### config.mk
export PLATFORM = sky130hd
export DESIGN_NAME = md_chained_adler32_hash
export DESIGN_NICKNAME = d
export VERILOG_FILES = /design/src/hw/rtl/md_adl_pkg.sv /design/src/hw/rtl/md_chained_adler32_hash.sv /design/src/hw/rtl/md_adl_step.sv
export VERILOG_INCLUDE_DIRS = /design/src /design/src/hw/rtl
export SDC_FILE = /design/constraint.sdc
export NUM_CORES = 1
export LEC_CHECK = 0
export BUFFER_PORTS_ARGS = -buffer_cell sky130_fd_sc_hd__buf_4
export CAP_MARGIN = 20
export CORE_UTILIZATION = 35
export CTS_CLUSTER_DIAMETER = 60
export DETAILED_ROUTE_END_ITERATION = 10
export GPL_TIMING_DRIVEN = 1
export PLACE_DENSITY_LB_ADDON = 0.1
export SLEW_MARGIN = 10
export SYNTH_ARGS = -nofsm -noshare
export SYNTH_HDL_FRONTEND = slang
export SYNTH_SLANG_ARGS = --single-unit
### constraint.sdc
create_clock -name clk_i -period 14.74 [get_ports clk_i]
set_clock_uncertainty 0.05 [all_clocks]
set_input_delay 1.474 -clock clk_i [delete_from_list [all_inputs] [get_ports clk_i]]
set_output_delay 1.474 -clock clk_i [all_outputs]
set_load 0.005 [all_outputs]
### src/hw/rtl/assert_macros.svh
// Concurrent assertion macros used by the top-level RTL file.
`ifndef ASSERT_MACROS_SVH
`define ASSERT_MACROS_SVH

`ifndef SYNTHESIS

// Check prop on every rising clock edge, with the check off while reset is asserted.
`define MD_ASSERT(lbl, clk, rst_n, prop) \
  lbl: assert property (@(posedge clk) disable iff (!(rst_n)) (prop)) \
    else $error("assertion failed: lbl");

// Check that cond never holds on a rising clock edge outside reset.
`define MD_ASSERT_NEVER(lbl, clk, rst_n, cond) \
  `MD_ASSERT(lbl, clk, rst_n, !(cond))

`else

`define MD_ASSERT(lbl, clk, rst_n, prop)
`define MD_ASSERT_NEVER(lbl, clk, rst_n, cond)

`endif

`endif

### src/hw/rtl/md_adl_pkg.sv
// Types and constants for the chained Adler-32 hash.
`default_nettype none

package md_adl_pkg;

  localparam int unsigned LowW  = 11;
  localparam int unsigned HighW = 14;
  localparam int unsigned FillW = 3;

  localparam logic [31:0]      DefaultChain = 32'hABBA_1234;
  localparam logic [LowW-1:0]  LowInit      = LowW'(1);
  // Eight bytes of 0xff starting from 1 bound the sums well below 65521,
  // so the modulo reduction never fires.
  localparam logic [LowW-1:0]  LowMax       = LowW'(2041);
  localparam logic [HighW-1:0] HighMax      = HighW'(16328);

  typedef struct packed {
    logic [31:0]      chain;
    logic [LowW-1:0]  low_sum;
    logic [HighW-1:0] high_sum;
    logic [FillW-1:0] block_fill;
  } md_state_t;

endpackage

`default_nettype wire

### src/hw/rtl/md_chained_adler32_hash.sv
// Top level of the chained Adler-32 message hash.
//
//   channel | direction | handshake              | payload
//   --------+-----------+------------------------+-----------------------------------
//   in      | sink      | in_valid_i / in_stall_o | data_byte_i, byte_present_i, last_i
//   out     | source    | out_valid_o / out_stall_i | hash_o
//   cfg     | sink      | cfg_we_i               | cfg_data_i (initial_chain)
//
// One item per cycle while the input does not stall: an item is held in the input register,
// then one pass of the step logic updates the block sums and the chain.
// A last item's hash goes to the output register, or to the skid while main is stalled.
// A two-entry output (main register plus skid) keeps input flowing while a
// hash waits; input stalls only when the skid is full and an item waits in the input register.
// Reset loads initial_chain and chain with 0xabba1234 and opens an empty block.
`default_nettype none
`include "assert_macros.svh"

module md_chained_adler32_hash import md_adl_pkg::*; (
  input  logic        clk_i,
  input  logic        rst_ni,
  input  logic        in_valid_i,
  output logic        in_stall_o,
  input  logic [7:0]  data_byte_i,
  input  logic        byte_present_i,
  input  logic        last_i,
  output logic        out_valid_o,
  input  logic        out_stall_i,
  output logic [31:0] hash_o,
  input  logic        cfg_we_i,
  input  logic [31:0] cfg_data_i
);

  // input register
  logic        in_valid_q;
  logic [7:0]  data_q;
  logic        present_q;
  logic        last_q;

  // hash state and configuration
  md_state_t   state_q, state_d, step_state;
  logic [31:0] initial_q;

  // output register and skid entry
  logic        out_valid_q, out_valid_d;
  logic        skid_valid_q, skid_valid_d;
  logic [31:0] out_hash_q, out_hash_d;
  logic [31:0] skid_hash_q, skid_hash_d;

  logic        step_res_valid;
  logic [31:0] step_res_hash;
  logic        proc_go;
  logic        in_take;
  logic        res_v;
  logic        main_take;
  logic        block_fresh;

  // Process the held item whenever the skid entry has room for its hash.
  assign proc_go    = in_valid_q && !skid_valid_q;
  assign in_stall_o = in_valid_q && skid_valid_q;
  assign in_take    = in_valid_i && !in_stall_o;

  md_adl_step u_step (
    .state_i         (state_q),
    .initial_chain_i (initial_q),
    .data_byte_i     (data_q),
    .byte_present_i  (present_q),
    .last_i          (last_q),
    .state_o         (step_state),
    .result_valid_o  (step_res_valid),
    .result_hash_o   (step_res_hash)
  );

  assign res_v     = proc_go && step_res_valid;
  assign main_take = out_valid_q && !out_stall_i;

  always_comb begin
    state_d = proc_go ? step_state : state_q;
    // Retarget the running chain to a new start value.
    if (cfg_we_i) begin
      state_d.chain = state_d.chain ^ initial_q ^ cfg_data_i;
    end
  end

  always_comb begin
    out_valid_d  = out_valid_q;
    out_hash_d   = out_hash_q;
    skid_valid_d = skid_valid_q;
    skid_hash_d  = skid_hash_q;
    if (!out_valid_q || main_take) begin
      // main register free: refill from skid first, then from the step
      if (skid_valid_q) begin
        out_valid_d  = 1'b1;
        out_hash_d   = skid_hash_q;
        skid_valid_d = 1'b0;
      end else if (res_v) begin
        out_valid_d = 1'b1;
        out_hash_d  = step_res_hash;
      end else begin
        out_valid_d = 1'b0;
      end
    end else if (res_v) begin
      // main held by a stall: park the new hash
      skid_valid_d = 1'b1;
      skid_hash_d  = step_res_hash;
    end
  end

  always_ff @(posedge clk_i or negedge rst_ni) begin
    if (!rst_ni) begin
      in_valid_q           <= 1'b0;
      initial_q            <= DefaultChain;
      state_q.chain        <= DefaultChain;
      state_q.low_sum      <= LowInit;
      state_q.high_sum     <= '0;
      state_q.block_fill   <= '0;
      out_valid_q          <= 1'b0;
      skid_valid_q         <= 1'b0;
    end else begin
      if (in_take) begin
        in_valid_q <= 1'b1;
      end else if (proc_go) begin
        in_valid_q <= 1'b0;
      end
      if (cfg_we_i) begin
        initial_q <= cfg_data_i;
      end
      state_q      <= state_d;
      out_valid_q  <= out_valid_d;
      skid_valid_q <= skid_valid_d;
    end
  end

  always_ff @(posedge clk_i) begin
    if (in_take) begin
      data_q    <= data_byte_i;
      present_q <= byte_present_i;
      last_q    <= last_i;
    end
    out_hash_q  <= out_hash_d;
    skid_hash_q <= skid_hash_d;
  end

  assign out_valid_o = out_valid_q;
  assign hash_o      = out_hash_q;

  // block sums back at their opening values
  assign block_fresh = (state_q.block_fill == '0) && (state_q.low_sum == LowInit) &&
                       (state_q.high_sum == '0);

  `MD_ASSERT(a_skid_behind_main, clk_i, rst_ni, skid_valid_q |-> out_valid_q)
  `MD_ASSERT(a_block_reopens, clk_i, rst_ni, (proc_go && last_q) |=> block_fresh)
  `MD_ASSERT_NEVER(a_sum_bound, clk_i, rst_ni, state_q.low_sum > LowMax || state_q.high_sum > HighMax)

endmodule

`default_nettype wire

### src/hw/rtl/md_adl_step.sv
// Next-state and result logic for one message item.
`default_nettype none

module md_adl_step import md_adl_pkg::*; (
  input  md_state_t   state_i,
  input  logic [31:0] initial_chain_i,
  input  logic [7:0]  data_byte_i,
  input  logic        byte_present_i,
  input  logic        last_i,
  output md_state_t   state_o,
  output logic        result_valid_o,
  output logic [31:0] result_hash_o
);

  logic [LowW-1:0]  low_add;
  logic [HighW-1:0] high_add;
  logic [HighW-1:0] high_pad;
  logic [FillW-1:0] fill_inc;
  logic [FillW-1:0] pad_cnt;
  logic             full;
  logic             pad;
  logic [31:0]      chain_x;

  always_comb begin
    low_add  = state_i.low_sum + (byte_present_i ? LowW'(data_byte_i) : LowW'(0));
    high_add = byte_present_i ? (state_i.high_sum + HighW'(low_add)) : state_i.high_sum;
    fill_inc = state_i.block_fill + FillW'(byte_present_i);
    // fill wraps to zero when the eighth byte lands
    full     = byte_present_i && (fill_inc == '0);
    pad      = last_i && !full && (fill_inc != '0);
    pad_cnt  = FillW'(~fill_inc + FillW'(1));
    high_pad = high_add + HighW'(HighW'(pad_cnt) * HighW'(low_add));

    chain_x = state_i.chain;
    if (full) begin
      chain_x = state_i.chain ^ {2'b00, high_add, 5'b00000, low_add};
    end else if (pad) begin
      chain_x = state_i.chain ^ {2'b00, high_pad, 5'b00000, low_add};
    end

    result_valid_o = last_i;
    result_hash_o  = chain_x;

    if (last_i || full) begin
      state_o.low_sum    = LowInit;
      state_o.high_sum   = '0;
      state_o.block_fill = '0;
    end else begin
      state_o.low_sum    = low_add;
      state_o.high_sum   = high_add;
      state_o.block_fill = fill_inc;
    end
    state_o.chain = last_i ? initial_chain_i : chain_x;
  end

endmodule

`default_nettype wire

==> impl_metrics.yaml, run 1 <==
run_status:
  run_status: "completed"
synthesis:
  synth_sequential_area_ratio: 0.442
  synthesized_instance_count: 1004
  synth_seq_cells: 169
  post_synth.cell_area_avg_um2: 10.5
  yosys.cell_types.count: 65
  yosys.area_share.adder: 0.0939
  synth_mux_area_frac: 0.0987
  synth_area_um2: 10500
  share_of_the_synthesized_area_in_compound_gates_ao_oa_aoi_oai: 0.130
  post_synth_xor_area_fraction: 0.0792
  combinational_family_with_the_most_area_after_synthesis: "compound AO/OA/AOI/OAI gates"
  post_synth_edffs: 74
  async_reset_ff_frac: 0.562
  synth.net_count: 1116
  yosys_warnings: 0
  yosys_most_used_dff: "edfxtp_1"
  post_synth_and_or_nand_nor_area_fraction: 0.123
clock_tree:
  hold_fix_buffers_cts: 0
  cts_htree_levels: 4
  cts.root.buffer_cell: "clkbuf_16"
  worst_setup_hold_path_clk_slew_ns: 0.08
  cts-root-to-sink-buffers: 2
  tritoncts: "done"
  cells_resized_by_post_cts_repair: 0
  clkLatencyLatePin_ns: 0.44
  cts_made_buffers: 17
  clkSinkCount: 169
  post_cts.repair.setup_buffers: 0
route:
  detail_route.first_pass.iterations: 5
  average_routed_wire_per_standard_cell_um: 17.6
  drt_iter0_drc: 429
  drt.antenna.violating_nets: 0
  vias_per_cell: 5.06
  drcViolationCount: 0
  route.final.wire_length_mm: 26.0
  route.vias.total: 7465
setup_path:
  timing.critical_path.buf_inv: 3
  timing.critical_path.arrival_ns: 6.90
  timing.critical_path.slowest_cell_delay_ns: 0.54
  setup_crit_end_kind: "register"
  cpLargestDelayFamily: "compound AO/OA/AOI/OAI gates"
  critical_path.cell_chain: "buf_4 > and2_1 > ha_1 > fa_1 > a21oi_1 > o21bai_1 > a21oi_1 > o21ba_2 > xor2_1 > inv_1 > ha_1 > a2111oi_4 > a211oi_2 > or4_4 > and3_2 > fa_1 > inv_1 > ha_1 > or3_1 > o31ai_1 > xor2_1 > a32oi_1 > xnor2_1 > mux2_2"
  worst_ep_required_time_ns: 14.89
  critPathMaxFanout: 30
  worstSetupStartpointType: "register"
  setup.worst_path.class: "reg2reg"
  crit_slowest_cell: "or4_4"
  crit_path_frequent_cell: "ha_1"
worst_hold_path:
  hold_path.class: "reg2reg"
power_and_ir_drop:
  leakagePower_nw: 5.06
  irDropWorstVdd_mv: 0.0781
  power_density_nw_per_um2: 171
sta:
  hold_slack_ns: 0.438
  slew-limit-headroom: 0.324
  rsz0062_at_grt: "no"
  period_share: 0.458
  finalSetupViolCount: 0
  transition_time_at_the_pin_with_the_least_slew_margin_ns: 1.01
  clock.fmax_mhz: 148
  max_slew_violations: 0
  finalHoldViolCount: 0
  post_route_setup_tns_ns: 0
  period_needed_ns: 6.76
die:
  starting_density_of_the_core: 0.355
  fp.dieW_um: 175
  die_h_um: 175
  die_area_um2: 30700
  design.portCount: 81
  num_rows: 63
  core-area_um2: 29600
cells_and_area:
  nFillCells: 2873
  final_common_cell: "nand2_1"
  antennaDiodeCount: 0
  drive_above_1_share: 0.220
  most_frequent_cells_in_the_layout: "nand2_1 (154), buf_4 (93), edfxtp_1 (74)"
  area_growth_pct: 15.5
  finish.net_count: 1185
grt:
  globalRoute.totalOverflow: 0
  groute.layer.met2.usage: 0.292
  grt_max_degree: 73
  grt_use_met3: 0.0326
  first_global_vias: 7484
  groute.layer.met1.usage: 0.244
  antenna_found_initial: 0
  track_usage: 0.178
  gr-max-usage-layer: "met2"
  grt_first_pass_wirelength_mm: 41.8
flow_run:
  max_cap_violations: 0
placed_design:
  dp_hpwl_mm: 17.8
  gp_congestion: 0.820
  numPortBuffers: 80
-- per-layer routing --
layer / wire length, um / vias to the layer above
li1: - / 3692
met1: 12600 / 3631
met2: 12200 / 125
met3: 950 / 17
met4: 293 / 0
met5: 0 / -
-- registers in the layout (all words and copies together) (netlist names) --
| register | count |
|---|---|
| state_q | 60 |
| present_q | 1 |
| initial_q | 32 |
| skid_valid_q | 1 |
| skid_hash_q | 32 |
| last_q | 1 |
| hash_o | 32 |
| out_valid_o | 1 |
| data_q | 8 |
| in_valid_q | 1 |
-- per-stage QoR --
stage | setup WS [ns] | total power, W | std cells | util | cell area, um^2
final | 7.98 | 0.00207 | 1476 | 0.410 | 12100
after floorplan | 8.36 | 0.00138 | 1004 | - | 10500
after detailed placement | 8.02 | 0.00163 | 1444 | 0.391 | 11500
after global routing | 7.54 | 0.00224 | 1476 | 0.410 | 12100
after CTS | 7.98 | 0.00211 | 1476 | 0.410 | 12100
after global placement | 8.16 | 0.00163 | 1444 | 0.391 | 11500
-- cell families (layout without fill, tap and decap cells) --
kind of cell | count (synthesis) | after routing
buf+inv | 92 | 174
simple gates | 281 | 281
flops | 169 | 169
fa+ha+maj | 65 | 65
xor+xnor | 95 | 95
compound gates | 207 | 207
mux | 95 | 95
-- worst reg2reg max path, delay by kind of cell (launching register included) --
family / cells / cell delay (ns)
buffers and inverters: 3 / 0.47
adder cells (fa/ha/maj): 5 / 1.67
XOR/XNOR: 3 / 0.59
AO/OA/AOI/OAI: 8 / 1.82
flip-flops: 1 / 0.36
AND/OR/NAND/NOR: 4 / 1.29
multiplexers: 1 / 0.26
-- report_power, final --
group          total (W)  switching, W  internal, W
registers       0.000713     0.0000672     0.000646
clock network   0.000457      0.000230     0.000228
logic           0.000902      0.000500     0.000402
total            0.00207      0.000797      0.00128
-- worst paths after layout --
path	from	endpoint	slack (ns)	cells past startpoint
max	present_q$_DFFE_PP_	hash_o[29]$_DFFE_PP_	7.98	24
min	state_q[0]$_DFFE_PN0P_	state_q[0]$_DFFE_PN0P_	0.44	2
max reg2reg	present_q$_DFFE_PP_	hash_o[29]$_DFFE_PP_	7.98	24
min reg2reg	state_q[0]$_DFFE_PN0P_	state_q[0]$_DFFE_PN0P_	0.44	2
max in group asynchronous	rst_ni	state_q[28]$_DFF_PN0_	12.44	2
min in group asynchronous	rst_ni	state_q[43]$_DFF_PN0_	0.98	1
-- area by class of cell --
cell class                 count  area (um^2)  area share
tap                          390          488      0.0403
sequential                   169         4640       0.383
inverter                      49          184      0.0152
multi-input combinational    743         5540       0.457
clock inverter                14          149      0.0123
clock buffer                  18          429      0.0354
timing repair buffer          93          698      0.0576
-- Yosys cell counts (4+ instances only) --
cell type / instances / area, um^2
nand2_1: 154 / 578
edfxtp_1: 74 / 2220
mux2_2: 68 / 766
dfrtp_1: 64 / 1600
o21ai_0: 59 / 295
xnor2_1: 55 / 482
inv_1: 48 / 180
ha_1: 42 / 526
xor2_1: 40 / 350
a21oi_1: 38 / 190
clkbuf_1: 35 / 131
dfstp_2: 31 / 815
nor2_1: 29 / 109
mux2i_1: 27 / 270
fa_1: 23 / 460
and2_1: 21 / 131
nand3_1: 19 / 95.1
o22ai_1: 16 / 100
nor3_1: 13 / 65.1
a21o_1: 12 / 90.1
o211ai_1: 12 / 90.1
a211oi_1: 9 / 67.6
a22o_1: 8 / 70.1
a31oi_1: 8 / 50.1
nor2b_1: 8 / 50.1
a22oi_1: 7 / 52.6
buf_1: 7 / 26.3
or3_1: 6 / 37.5
nand2b_1: 5 / 31.3
o21a_1: 5 / 37.5
o31ai_1: 5 / 37.5
a21boi_0: 4 / 30.0
nor4_1: 4 / 25.0
nor4b_1: 4 / 35.0
o21bai_1: 4 / 30.0
Note: power is estimated with default switching activity, not from simulation.
==> run 2, diff against run 1 <==
- ABC_AREA: not set -> 1
- clock period: 14.74 -> 6.66 ns (I/O delays scaled with it)
==> run 2 against run 1 <==
  * Flip-flop and latch count did not move
  * Clock power rose by 120%
  * Die area decreased by 0.25%
  * Clock-buffer cell count stayed put
  * Sequential share of layout area rose by 0.19 points
  * Via count increased by 8.9%
  * Design area is 0.49% lower
  * Register-to-register slack worse by 7.2 ns
  * Total power grew 120%
  * Critical path type unchanged
  * First-iteration DRC count up 14%
  * Global-route usage is 1.4 points higher
==> impl_metrics.yaml, run 2 <==
run_status:
  run_status: "completed"
power_and_ir_drop:
  pint_w: 0.00264
  power_density_nw_per_um2: 373
  switching_share: 0.414
  share_clk_of_total_power: 0.222
  leakagePower_nw: 5.76
  power_switching_w: 0.00187
  share_seq_of_total_power: 0.333
  comb_power_share: 0.446
  p_total_w: 0.00451
  irDropWorstVdd_mv: 0.214
cells_and_area:
  largest_reg_flops: 60
  most_frequent_cells_in_the_layout: "nand2_1 (319), inv_1 (196), o21ai_0 (103)"
  antennaDiodeCount: 0
  drive_above_1_share: 0.167
  finish.instance_area_um2: 12100
  finish.net_count: 1416
  regMostFlops: "state_q"
  final_common_cell: "nand2_1"
  area_growth_pct: 15.2
die:
  die_area_um2: 30600
  num_rows: 62
  starting_density_of_the_core: 0.360
  design.portCount: 81
  core-area_um2: 29100
  fp.dieW_um: 175
  die_h_um: 175
setup_path:
  crit_path_start: "present_q$_DFFE_PP_"
  rrSetupSlack_ns: 0.73
  worstRegToRegCells: 32
  timing.critical_path.buf_inv: 4
  crit_path_frequent_cell: "nand2_1"
  worst_ep_required_time_ns: 6.92
  regToRegStartpoint: "present_q$_DFFE_PP_"
  critical_path_cell_count: 32
  setup_crit_end_kind: "register"
  worstSetupEndpoint: "state_q[56]$_DFF_PN0_"
  crit_slowest_cell: "fa_1"
  setup.worst_path.class: "reg2reg"
  worstSetupStartpointType: "register"
  critPathMaxFanout: 22
  rr_endpoint: "state_q[56]$_DFF_PN0_"
  timing.critical_path.slowest_cell_delay_ns: 0.58
  cpLargestDelayFamily: "adder cells"
  timing.critical_path.arrival_ns: 6.19
grt:
  antenna_found_initial: 0
  grt_first_pass_wirelength_mm: 45.1
  first_global_vias: 8268
  grt_max_degree: 81
  track_usage: 0.192
  globalRoute.totalOverflow: 0
synthesis:
  yosys_most_used_dff: "edfxtp_1"
  synth_sequential_area_ratio: 0.443
  yosys.cell_types.count: 56
  synth_largest_area_cell: "edfxtp_1"
  netlist_top_cells_count: "nand2_1 (319), inv_1 (196), o21ai_0 (103)"
  synth_top_cell_area_share: 0.212
  post_synth.cell_area_avg_um2: 8.50
  yosysMostFrequentCell: "nand2_1"
  post_synth_edffs: 74
  async_reset_ff_frac: 0.562
  synthesized_instance_count: 1232
  yosys_warnings: 0
  synth_area_leaders: "edfxtp_1 (21%), dfrtp_1 (15%), nand2_1 (11%)"
  synth.net_count: 1344
  synth_area_um2: 10500
  synth_seq_cells: 169
sta:
  hold_slack_ns: 0.173
  rsz0062_at_grt: "no"
  slew-limit-headroom: 0.424
  period_share: 0.890
  worst_setup_slack_final_ns: 0.732
  transition_time_at_the_pin_with_the_least_slew_margin_ns: 0.861
  max_slew_violations: 0
  finalHoldViolCount: 0
  post_route_setup_tns_ns: 0
  clock.fmax_mhz: 169
  period_needed_ns: 5.93
  finalSetupViolCount: 0
route:
  average_routed_wire_per_standard_cell_um: 16.3
  drt.antenna.violating_nets: 0
  route.vias.total: 8133
  route.final.wire_length_mm: 27.8
  drcViolationCount: 0
  drt_iter0_drc: 490
  vias_per_cell: 4.78
  detail_route.first_pass.iterations: 5
clock_tree:
  post_cts.repair.setup_buffers: 0
  cells_resized_by_post_cts_repair: 0
  clkLatencyLatePin_ns: 0.43
  cts_made_buffers: 17
  cts_htree_levels: 4
  worst_setup_hold_path_clk_slew_ns: 0.08
  cts-root-to-sink-buffers: 2
  clkSinkCount: 169
  tritoncts: "done"
  hold_fix_buffers_cts: 0
  cts.root.buffer_cell: "clkbuf_16"
placed_design:
  pre_cts_ws_ns: 0.786
  numPortBuffers: 80
  dp_hpwl_mm: 19.7
  dpl_cell_area_um2: 11500
  gp_congestion: 0.885
worst_hold_path:
  hold_path.class: "in2async"
flow_run:
  max_cap_violations: 0
run 2: cell count changes after synthesis, sizes merged, moves of 13 or more:
cell    previous run  this run
nand2            154       332
inv               49       208
mux2              68         0
o21ai             60       119
xnor2             55        18
nor2              29        63
a21oi             38        66
mux2i             27         0
and2              21         3
clkbuf            35        22
run 2: how the worst min path moves through the flow:
stage / endpoint / slack, ns / from
2_1_floorplan: in_valid_q$_DFFE_PN0P_ / 0.32 / rst_ni
3_3_place_gp: skid_hash_q[13]$_DFFE_PP_ / 0.41 / state_q[41]$_DFF_PN0_
3_5_place_dp: skid_hash_q[13]$_DFFE_PP_ / 0.41 / state_q[41]$_DFF_PN0_
4_1_cts: state_q[24]$_DFFE_PN0P_ / 0.18 / rst_ni
5_1_grt: initial_q[0]$_DFFE_PN0P_ / 0.20 / rst_ni
6_report: state_q[23]$_DFFE_PN0P_ / 0.17 / rst_ni
run 2: logic make-up after synthesis:
group | share of synthesized area
AO/OA/AOI/OAI | 0.135
XOR/XNOR | 0.0516
adder cells (fa/ha/maj) | 0.0941
buffers and inverters | 0.0910
AND/OR/NAND/NOR | 0.185
flip-flops | 0.443
run 2: area by class of cell:
| type | count | area, um^2 |
|---|---|---|
| fillers | 2940 | 17000 |
| well taps | 384 | 480 |
| inverters | 210 | 788 |
| flip-flops and latches | 169 | 4640 |
| multi-input cells | 816 | 4900 |
| repair buffers | 90 | 676 |
| clock buffers | 18 | 429 |
| clock inverters | 14 | 151 |
run 2: stage by stage:
step	util	instances
5_1_grt	0.415	1701
4_1_cts	0.415	1701
2_1_floorplan	-	1232
3_3_place_gp	0.395	1669
3_5_place_dp	0.395	1669
6_report	0.415	1701
run 2: power groups by stage:
stage / clock [W] / sequential [W] / combinational [W]
global route: 0.00106 / 0.00152 / 0.00231
floorplan: 0 / 0.00150 / 0.00145
finish: 0.000998 / 0.00150 / 0.00201
detailed placement: 0 / 0.00152 / 0.00201
CTS: 0.00102 / 0.00150 / 0.00202
global placement: 0 / 0.00152 / 0.00201
run 2: metal layers:
layer	global-route usage	vias to the layer above	wire length [um]
met5	0	-	0
met1	0.264	3871	13700
met2	0.313	135	12800
met3	0.0292	23	800
met4	0.0547	0	485
li1	-	4104	-
